===== src/sv/cfq_pkg.sv =====
// cfq_pkg: shared types and codes for the circular FIFO queue.
// Used by cfq_cell and circular_fifo_queue; depends on nothing else.
package cfq_pkg;

  localparam int DATA_W = 32;
  localparam int CAP_W  = 5;
  localparam int CNT_W  = 5;
  localparam int ERR_W  = 2;
  localparam int APB_DW = 32;
  localparam int APB_AW = 2;

  localparam logic [CAP_W-1:0] CAP_RESET = 5'd16;

  localparam logic CMD_ADD = 1'b0;
  localparam logic CMD_DEL = 1'b1;

  localparam logic [ERR_W-1:0] ERR_OK    = 2'd0;
  localparam logic [ERR_W-1:0] ERR_FULL  = 2'd1;
  localparam logic [ERR_W-1:0] ERR_EMPTY = 2'd2;

  typedef struct packed {
    logic              cmd;
    logic [DATA_W-1:0] data_in;
  } in_word_t;

  typedef struct packed {
    logic [DATA_W-1:0] data_out;
    logic              data_valid;
    logic [CNT_W-1:0]  count;
    logic              is_empty;
    logic              is_full;
    logic [ERR_W-1:0]  error_code;
  } out_word_t;

  // Per-cell control: shift takes the neighbour's word, load takes the new word.
  typedef struct packed {
    logic shift;
    logic load;
  } cell_ctrl_t;

endpackage


===== src/sv/circular_fifo_queue.sv =====
// circular_fifo_queue: FIFO queue built as a chain of word cells, head in cell 0.
// The result word for an accepted input word is held in the output register from the next cycle on.
// Throughput: one add or delete per cycle, set by the single output register;
// in_stall rises only while a finished result waits under out_stall.
// Reset (rst_n, synchronous, active low): queue empty, capacity 16, no result held.
// Depends on cfq_pkg and cfq_cell.
module circular_fifo_queue #(
  parameter int DEPTH      = 16,
  parameter int DATA_WIDTH = 32
) (
  input  logic                               clk,
  input  logic                               rst_n,
  // input channel
  input  logic                               in_valid,
  output logic                               in_stall,
  input  cfq_pkg::in_word_t                  in_payload,
  // result channel
  output logic                               out_valid,
  input  logic                               out_stall,
  output cfq_pkg::out_word_t                 out_payload,
  // configuration port
  input  logic                               psel,
  input  logic                               penable,
  input  logic                               pwrite,
  input  logic [cfq_pkg::APB_AW-1:0]         paddr,
  input  logic [cfq_pkg::APB_DW-1:0]         pwdata,
  output logic [cfq_pkg::APB_DW-1:0]         prdata,
  output logic                               pready
);

  // Count width: must hold every value from zero to DEPTH.
  localparam int QCNT_W = $clog2(DEPTH + 1);

  // ---------------------------------------------------------------------------
  // Control state
  // ---------------------------------------------------------------------------
  logic [cfq_pkg::CAP_W-1:0] cap_r, cap_nxt;
  logic [QCNT_W-1:0]         count_r, count_nxt;
  logic                      out_valid_r, out_valid_nxt;
  cfq_pkg::out_word_t        out_r, out_nxt;

  // ---------------------------------------------------------------------------
  // Datapath signals
  // ---------------------------------------------------------------------------
  logic [QCNT_W-1:0]     eff_cap;
  logic                  cfg_wr;
  logic                  accept;
  logic                  is_add;
  logic                  add_ok;
  logic                  del_ok;
  logic [DATA_WIDTH-1:0] word_in;
  logic [DATA_WIDTH-1:0] head_word;

  cfq_pkg::cell_ctrl_t   cell_ctrl [DEPTH];
  logic [DATA_WIDTH-1:0] cell_word [DEPTH];
  logic [DATA_WIDTH-1:0] nbr_word  [DEPTH];

  // ---------------------------------------------------------------------------
  // Configuration port. Only one register, the capacity, at byte offset zero.
  // A write empties the queue; stored words are left but can no longer be read.
  // ---------------------------------------------------------------------------
  assign pready = 1'b1;
  assign cfg_wr = psel && penable && pwrite && pready;
  assign prdata = cfq_pkg::APB_DW'(cap_r);

  // Decode the capacity register at offset zero
  logic cfg_addr_hit;
  assign cfg_addr_hit = (paddr == '0);

  always_comb begin
    cap_nxt = cap_r;
    if (cfg_wr && cfg_addr_hit) begin
      cap_nxt = pwdata[cfq_pkg::CAP_W-1:0];
    end
  end

  // Clamp the written capacity into 1..DEPTH: zero acts as one, too large as DEPTH.
  always_comb begin
    if (cap_r == '0) begin
      eff_cap = QCNT_W'(1);
    end else if (32'(cap_r) > 32'(DEPTH)) begin
      eff_cap = QCNT_W'(DEPTH);
    end else begin
      eff_cap = QCNT_W'(cap_r);
    end
  end

  // ---------------------------------------------------------------------------
  // Handshake. The output register parts the two channels: hold the input
  // only while a finished result sits unclaimed.
  // ---------------------------------------------------------------------------
  assign in_stall = out_valid_r && out_stall;
  assign accept   = in_valid && !in_stall;
  assign is_add   = (in_payload.cmd == cfq_pkg::CMD_ADD);

  // Refuse an add when full and a delete when empty; neither touches the cells.
  assign add_ok = accept && is_add && (count_r < eff_cap);
  assign del_ok = accept && !is_add && (count_r != '0);

  assign word_in   = DATA_WIDTH'(in_payload.data_in);
  assign head_word = cell_word[0];

  // ---------------------------------------------------------------------------
  // Cell chain. Cell 0 holds the head; cell count_r is the next free slot.
  // A delete moves every word one cell toward the head.
  // ---------------------------------------------------------------------------
  for (genvar g = 0; g < DEPTH; g++) begin : g_cell
    if (g == DEPTH - 1) begin : g_last
      assign nbr_word[g] = '0;
    end else begin : g_mid
      assign nbr_word[g] = cell_word[g + 1];
    end

    assign cell_ctrl[g].shift = del_ok;
    assign cell_ctrl[g].load  = add_ok && (count_r == QCNT_W'(g));

    cfq_cell #(
      .DW (DATA_WIDTH)
    ) u_cell (
      .clk       (clk),
      .ctrl      (cell_ctrl[g]),
      .load_word (word_in),
      .nbr_word  (nbr_word[g]),
      .word      (cell_word[g])
    );
  end

  // ---------------------------------------------------------------------------
  // Element count: drop to zero on a capacity write, else track adds and deletes.
  // ---------------------------------------------------------------------------
  always_comb begin
    count_nxt = count_r;
    if (cfg_wr && cfg_addr_hit) begin
      count_nxt = '0;
    end else if (add_ok) begin
      count_nxt = count_r + QCNT_W'(1);
    end else if (del_ok) begin
      count_nxt = count_r - QCNT_W'(1);
    end
  end

  // ---------------------------------------------------------------------------
  // Result word, built from the state after this item's operation.
  // ---------------------------------------------------------------------------
  logic [QCNT_W-1:0] res_count;

  always_comb begin
    if (add_ok) begin
      res_count = count_r + QCNT_W'(1);
    end else if (del_ok) begin
      res_count = count_r - QCNT_W'(1);
    end else begin
      res_count = count_r;
    end
  end

  always_comb begin
    out_nxt            = out_r;
    out_nxt.data_out   = del_ok ? cfq_pkg::DATA_W'(head_word) : '0;
    out_nxt.data_valid = del_ok;
    out_nxt.count      = cfq_pkg::CNT_W'(res_count);
    out_nxt.is_empty   = (res_count == '0);
    out_nxt.is_full    = (res_count == eff_cap);
    if (accept && is_add && !add_ok) begin
      out_nxt.error_code = cfq_pkg::ERR_FULL;
    end else if (accept && !is_add && !del_ok) begin
      out_nxt.error_code = cfq_pkg::ERR_EMPTY;
    end else begin
      out_nxt.error_code = cfq_pkg::ERR_OK;
    end
  end

  // Load on accept; otherwise hold while stalled and drop once taken.
  always_comb begin
    if (accept) begin
      out_valid_nxt = 1'b1;
    end else if (out_stall) begin
      out_valid_nxt = out_valid_r;
    end else begin
      out_valid_nxt = 1'b0;
    end
  end

  // ---------------------------------------------------------------------------
  // Registers
  // ---------------------------------------------------------------------------
  always_ff @(posedge clk) begin
    if (!rst_n) begin
      cap_r       <= cfq_pkg::CAP_RESET;
      count_r     <= '0;
      out_valid_r <= 1'b0;
    end else begin
      cap_r       <= cap_nxt;
      count_r     <= count_nxt;
      out_valid_r <= out_valid_nxt;
    end
  end

  // Payload register: no reset needed, qualified by out_valid_r.
  always_ff @(posedge clk) begin
    if (accept) begin
      out_r <= out_nxt;
    end
  end

  assign out_valid   = out_valid_r;
  assign out_payload = out_r;

  // ---------------------------------------------------------------------------
  // Assertions
  // ---------------------------------------------------------------------------
`ifndef SYNTH
  a_count_in_range: assert property (@(posedge clk) disable iff (!rst_n)
    count_r <= eff_cap)
    else $error("element count beyond capacity");

  a_full_refused: assert property (@(posedge clk) disable iff (!rst_n)
    (accept && is_add && count_r == eff_cap && !cfg_wr) |=>
      (out_payload.error_code == cfq_pkg::ERR_FULL && $stable(count_r)))
    else $error("add on a full queue not refused");

  a_empty_refused: assert property (@(posedge clk) disable iff (!rst_n)
    (accept && !is_add && count_r == '0 && !cfg_wr) |=>
      (out_payload.error_code == cfq_pkg::ERR_EMPTY && !out_payload.data_valid))
    else $error("delete on an empty queue not refused");

  a_cfg_empties: assert property (@(posedge clk) disable iff (!rst_n)
    (cfg_wr && cfg_addr_hit) |=> (count_r == '0))
    else $error("capacity write did not empty the queue");
`endif

endmodule


===== src/sv/cfq_cell.sv =====
// cfq_cell: one storage cell of the queue chain.
// Depends on cfq_pkg for the cell control struct.
module cfq_cell #(
  parameter int DW = 32
) (
  input  logic                clk,
  input  cfq_pkg::cell_ctrl_t ctrl,
  input  logic [DW-1:0]       load_word,
  input  logic [DW-1:0]       nbr_word,
  output logic [DW-1:0]       word
);

  logic [DW-1:0] word_r;

  // Shift toward the head on a delete; take the new word when this is the tail slot.
  always_ff @(posedge clk) begin
    if (ctrl.shift) begin
      word_r <= nbr_word;
    end else if (ctrl.load) begin
      word_r <= load_word;
    end
  end

  assign word = word_r;

endmodule


===== config.mk =====
export PLATFORM = sky130hd
export DESIGN_NAME = circular_fifo_queue
export DESIGN_NICKNAME = d
export VERILOG_FILES = /design/src/sv/cfq_pkg.sv /design/src/sv/circular_fifo_queue.sv /design/src/sv/cfq_cell.sv
export SDC_FILE = /design/constraint.sdc
export NUM_CORES = 1
export LEC_CHECK = 0
export ABC_CLOCK_PERIOD_IN_PS = 6080
export BUFFER_PORTS_ARGS = -buffer_cell sky130_fd_sc_hd__buf_4
export CORE_ASPECT_RATIO = 2
export CORE_MARGIN = 8
export CORE_UTILIZATION = 40
export DETAILED_ROUTE_END_ITERATION = 8
export MAX_ROUTING_LAYER = met4
export PLACE_DENSITY_LB_ADDON = 0.1
export SLEW_MARGIN = 40
export SYNTH_ARGS = -nofsm -noshare
export SYNTH_HDL_FRONTEND = slang
export SYNTH_HIERARCHICAL = 1
export SYNTH_SLANG_ARGS = --single-unit

===== constraint.sdc =====
create_clock -name clk -period 6.08 [get_ports clk]
set_input_delay 0.608 -clock clk [delete_from_list [all_inputs] [get_ports clk]]
set_output_delay 0.608 -clock clk [all_outputs]
set_load 0.02 [all_outputs]

==> reports/qor.csv, run 1 <==
stage,metric,value,unit
sta,drv_slew,0,
sta,relSlewSlack,47.0,%
setup_path,cp_max_fo,27,
sta,fin_skew,0.0283,ns
drt,drtPass1Iterations,4,
layout,drive_gt1_share,47.6,%
setup_path,rr_worst_depth,10,
sta,finalCritPeriodShare,60.3,%
placement,port-buffer-count,95,
cts,clockBufferDepth,3,
layout,final_common_cell,edfxtp_1,
setup_path,crit_type,reg2reg,
placement,gp_congestion,0.814,
hold_path,min_to,cap_r[4],
synth,yosysSeqAreaShare,62.7,%
drt,drtIter0Drc,503,
sta,finalCriticalPeriod,3.67,ns
layout,fillers,5823,
layout,final_cell_mix,"edfxtp_1, mux2_4, buf_4",
synth,avgSynthCellArea,20.0,µm²
floorplan,die_x,199,µm
setup_path,r2r_end,g_cell[12].u_cell/word[9],
setup_path,critPathLaunchType,flip-flop,
power,power_density,327,nW/µm²
hold_path,hp-class,in2reg,
hold_path,min_delay_path_depth,3,
sta,tns,0,ns
drt,post_drt_via_cell_ratio,4.76,
floorplan,dieArea,76300,µm²
power,power_leakage,0.0107,µW
cts,cts.sink_count,565,
sta,setup_viol,0,
synth,synth-async-reset-ratio,0,%
cts,postCtsResizedCells,0,
placement,hpwl,25.5,mm
cts,cts-root-buf,clkbuf_16,
sta,fmax,273,MHz
synth,ys_ff_latch,565,
layout,regArea,16900,µm²
synth,synth-edff-count,554,
power,worst_ir_drop_vdd,0.208,mV
cts,hold_buffers,0,
setup_path,reg2reg_slack,2.41,ns
floorplan,die_h,383,µm
cts,clk_latency,0.60,ns
cts,path_clk_slew,0.06,ns
drt,vias,11417,
setup_path,path_buf_inv,2,
setup_path,cp.required,6.30,ns
synth,ys_warn_count,6,
hold_path,min_from,pwdata[4],
layout,areaGrowthSynthToFinish,9.45,%
drt,ant_nets,0,
drt,drc,0,
synth,synth_ff_type,edfxtp_1,
floorplan,num_rows,134,
drt,wl_per_cell,19.3,µm
layout,nets,1557,
layout,antenna_cells,0,
global_route,antenna_found_initial,0,
global_route,grt_pass1_vias,12190,
outcome,outcome,"complete, no violations",
setup_path,worst_r2r_startpoint,cap_r[4],
setup_path,cp-end-kind,flip-flop,
setup_path,arrival,3.88,ns
synth,synth_area,26900,µm²
floorplan,io-pin-count,151,
floorplan,initial_core_util,40.4,%
cts,numCtsBuffers,54,
sta,tightest_slew,0.795,ns
setup_path,crit_slowest_cell,buf_4,
synth,syn_inst,1343,
sta,rsz0062_at_grt,false,
setup_path,path_cells,clkinv_1 > nand2_1 > ha_1 > a211o_1 > a2111oi_4 > and2_1 > and3_1 > nor2b_1 > or2_2 > buf_4,
drt,wl,46.3,mm
sta,hold_viol,0,
layout,multi_input_area,8840,µm²
global_route,grt_pass1_wl,74.2,mm
job,maxCapViolCount,0,
cts,post_cts_buffers,0,
setup_path,cp_slowest_stage_delay,0.49,ns
global_route,grt_usage,12.7,%
synth,ys_types,46,
cts,cts_tree,built,
setup_path,crit_family,simple AND/OR/NAND/NOR gates,
global_route,overflow,0,
power,total_power,9620,µW
cts,cts_max_level,2,
global_route,grt_max_degree,133,
floorplan,core_area,66600,µm²
==> sequential cells by signal, indices dropped and copies added (netlist names) <==
name                count
out_payload            42
count_r                 5
out_valid               1
cap_r                   5
g_cell.u_cell/word    512
==> where the power goes <==
part | leakage [µW] | switching (µW) | total (µW) | internal, µW
clock | 0.000797 | 1440 | 3220 | 1780
sequential | 0.00518 | 90.3 | 4870 | 4780
combinational | 0.00475 | 760 | 1530 | 773
==> how the worst max path moves through the flow <==
stage	startpoint	end	slack, ns	cells past startpoint
4_1_cts	cap_r[4]	g_cell[13].u_cell/word[6]	2.37	10
2_1_floorplan	in_valid	g_cell[1].u_cell/word[0]	1.61	8
6_report	cap_r[4]	g_cell[12].u_cell/word[9]	2.41	10
3_3_place_gp	cap_r[4]	g_cell[6].u_cell/word[12]	2.42	9
3_5_place_dp	cap_r[4]	g_cell[12].u_cell/word[16]	2.38	10
5_1_grt	cap_r[4]	g_cell[13].u_cell/word[2]	2.17	10
==> cell type report <==
type,instances,area share [%]
repair buffers,115,3.20
clock buffers,72,4.89
multi-input cells,729,30.1
inverters,8,0.145
clock inverters,25,0.663
well taps,884,3.76
flip-flops and latches,565,57.3
==> Yosys cell counts (3+ instances only) <==
cell type | count | share of area, %
mux2_2 | 48 | 2.0
nor4_1 | 4 | 0.093
clkbuf_1 | 5 | 0.070
nor2b_1 | 7 | 0.16
a21oi_1 | 3 | 0.056
and2_1 | 35 | 0.81
buf_4 | 28 | 0.78
ha_1 | 10 | 0.47
or2_1 | 16 | 0.37
xnor2_1 | 5 | 0.16
inv_1 | 6 | 0.084
edfxtp_1 | 554 | 62
nor3_1 | 8 | 0.15
and3_1 | 8 | 0.19
nand4_1 | 5 | 0.12
dfxtp_1 | 11 | 0.82
buf_12 | 48 | 3.6
mux2i_1 | 7 | 0.26
buf_6 | 17 | 0.71
nor2_1 | 11 | 0.15
or4_1 | 3 | 0.084
mux2_4 | 464 | 26
nand2_1 | 13 | 0.18
==> tightest hold or removal path: cells and delay by family <==
kind / cells / cell delay, ns
buf+inv: 1 / 0.08
mux: 1 / 0.05
simple gates: 1 / 0.06
==> stage by stage <==
step	cells	hold slack [ns]	cell area (µm²)	util (%)	worst slack [ns]
global route	2398	0.200	29400	44.2	2.17
floorplan	1401	0.497	27100	-	1.61
finish	2398	0.222	29400	44.2	2.41
CTS	2396	0.181	29400	44.1	2.37
detailed placement	2299	0.504	27700	41.7	2.38
global placement	2299	0.505	27700	41.6	2.42
==> logic make-up (layout without fill, tap and decap cells) <==
kind of cell,after synthesis,count (layout),share of synthesized area (%)
compound gates,17,17,0.605
xor+xnor,6,6,0.195
fa+ha+maj,10,10,0.465
buf+inv,107,220,5.28
flops,565,565,62.7
mux,519,519,28.2
other cells,2,60,0.0279
simple gates,117,117,2.54
==> per-layer routing <==
| metal | track usage [%] | part of all wire [%] | vias up |
|---|---|---|---|
| met3 | 1.88 | 3.8 | 77 |
| met2 | 21.6 | 51 | 176 |
| li1 | - | - | 5352 |
| met5 | - | 0 | - |
| met4 | 3.95 | 2.3 | 0 |
| met1 | 15.3 | 43 | 5812 |
(Power assumes the default switching activity.)
==> run 2, diff against run 1 <==
Settings changed: ABC_CLOCK_PERIOD_IN_PS 6080 to 3400.
Clock period 6.08 ns to 3.4 ns, I/O delays scaled along.
==> run 2 against run 1 <==
Sequential share of layout area down 0.77 points; core utilization up 0.60 points; combinational power up 86%; clock skew down 0.010 ns; die area unchanged; largest power group unchanged; routed wire length down 3.9%; critical path type unchanged; count of clock-buffer cells in the layout down 6.
==> reports/qor.csv, run 2 (synthesized netlist as in run 1, its figures left out) <==
stage,metric,value,unit
cts,cts_max_level,2,
sta,drv_slew,0,
setup_path,arrival,3.47,ns
power,power_density,571,nW/µm²
placement,dp_worst_setup_slack,0.140,ns
sta,fin_skew,0.0180,ns
drt,vias,11448,
sta,tightest_slew,0.654,ns
power,worst_ir_drop_vdd,0.354,mV
setup_path,rr_worst_depth,10,
cts,cts-root-buf,clkbuf_16,
sta,finalCriticalPeriod,3.19,ns
cts,cts.sink_count,565,
job,maxCapViolCount,0,
layout,final_cell_mix,"edfxtp_1, mux2_4, buf_4",
cts,numCtsBuffers,53,
global_route,grt_pass1_vias,12733,
cts,cts_tree,built,
sta,setup_viol,0,
setup_path,crit_type,reg2reg,
setup_path,cp-end-kind,flip-flop,
global_route,overflow,0,
drt,wl,44.5,mm
setup_path,reg2reg_slack,0.21,ns
layout,nets,1587,
floorplan,die_h,383,µm
sta,setup_ws,0.210,ns
setup_path,path_cells,clkinv_1 > nand2_1 > ha_1 > a211o_1 > a2111oi_4 > and2_1 > and3_1 > nor2b_1 > or2_2 > buf_12,
hold_path,hp-class,in2reg,
setup_path,crit_slowest_cell,a2111oi_4,
drt,drc,0,
placement,port-buffer-count,95,
layout,largest_reg_flops,512,
sta,tns,0,ns
layout,areaGrowthSynthToFinish,10.9,%
drt,ant_nets,0,
floorplan,io-pin-count,151,
power,power_leakage,0.0109,µW
setup_path,worst_r2r_startpoint,cap_r[4],
drt,drtPass1Iterations,4,
global_route,grt_pass1_wl,72.3,mm
sta,finalCritPeriodShare,93.8,%
floorplan,core_area,66600,µm²
layout,fillers,5850,
sta,relSlewSlack,56.4,%
layout,drive_gt1_share,48.2,%
drt,drtIter0Drc,552,
placement,gp_congestion,0.748,
setup_path,critPathLaunchType,flip-flop,
outcome,outcome,"complete, no violations",
placement,placed_area,28200,µm²
setup_path,cp_slowest_stage_delay,0.41,ns
drt,post_drt_via_cell_ratio,4.72,
drt,wl_per_cell,18.3,µm
layout,fin_area,29800,µm²
setup_path,crit_family,simple AND/OR/NAND/NOR gates,
setup_path,cp.required,3.68,ns
floorplan,num_rows,134,
cts,clockBufferDepth,3,
global_route,grt_usage,12.2,%
setup_path,r2r_end,g_cell[13].u_cell/word[19],
global_route,antenna_found_initial,0,
cts,postCtsResizedCells,0,
floorplan,die_x,199,µm
hold_path,min_to,out_valid,
sta,fmax,313,MHz
layout,final_cells,2424,
setup_path,path_buf_inv,2,
floorplan,initial_core_util,40.4,%
layout,final_common_cell,edfxtp_1,
hold_path,min_delay_path_depth,2,
hold_path,min_from,rst_n,
layout,antenna_cells,0,
global_route,grt_max_degree,74,
cts,clk_latency,0.59,ns
cts,path_clk_slew,0.06,ns
setup_path,cp_max_fo,18,
sta,hold_viol,0,
placement,dp.cells,2323,
floorplan,dieArea,76300,µm²
placement,hpwl,28.8,mm
[run 2: final cells by class]
cell class                      count  area (µm²)  share of cell area (%)
Sequential cell                   565       16900                    56.5
Multi-Input combinational cell    729        8820                    29.6
Timing Repair Buffer              146        1450                    4.87
Clock buffer                       66        1380                    4.61
Tap cell                          884        1110                    3.71
Clock inverter                     26         168                   0.562
Inverter                            8        41.3                   0.138
[run 2: power by group]
part,switching (µW),internal (µW)
Combinational,1350,1500
Sequential,148,8540
Clock,2500,2990
[run 2: stage by stage]
step / util (%) / total power (µW) / hold slack, ns
2_1_floorplan: - / 11200 / 0.464
3_3_place_gp: 42.4 / 11700 / 0.500
3_5_place_dp: 42.4 / 11800 / 0.501
4_1_cts: 44.8 / 17400 / 0.0124
5_1_grt: 44.8 / 17800 / 0.0401
6_report: 44.8 / 17000 / 0.0633
[run 2: what timing repair did]
action | in CTS | in global routing
setup endpoints to repair | 0 | 183
setup buffers | 0 | 2
hold buffers | 7 | 0
hold endpoints to repair | 6 | 0
[run 2: worst max-delay path by stage]
| stage | to | cells past startpoint | startpoint | slack, ns |
|---|---|---|---|---|
| final | g_cell[13].u_cell/word[19] | 10 | cap_r[4] | 0.21 |
| after global placement | g_cell[13].u_cell/word[19] | 10 | cap_r[4] | 0.16 |
| after floorplan | g_cell[1].u_cell/word[0] | 8 | out_valid | 0.02 |
| after global routing | g_cell[13].u_cell/word[18] | 10 | cap_r[4] | -0.003 |
| after CTS | g_cell[13].u_cell/word[30] | 10 | cap_r[4] | 0.1 |
| after detailed placement | g_cell[13].u_cell/word[19] | 10 | cap_r[4] | 0.14 |
[run 2: layer usage]
metal | wire (µm) | vias to the layer above | global-route usage (%)
met5 | 0 | - | -
li1 | - | 5417 | -
met3 | 1740 | 62 | 1.79
met1 | 18300 | 5779 | 14.0
met2 | 23400 | 190 | 21.4
met4 | 1090 | 0 | 4.04
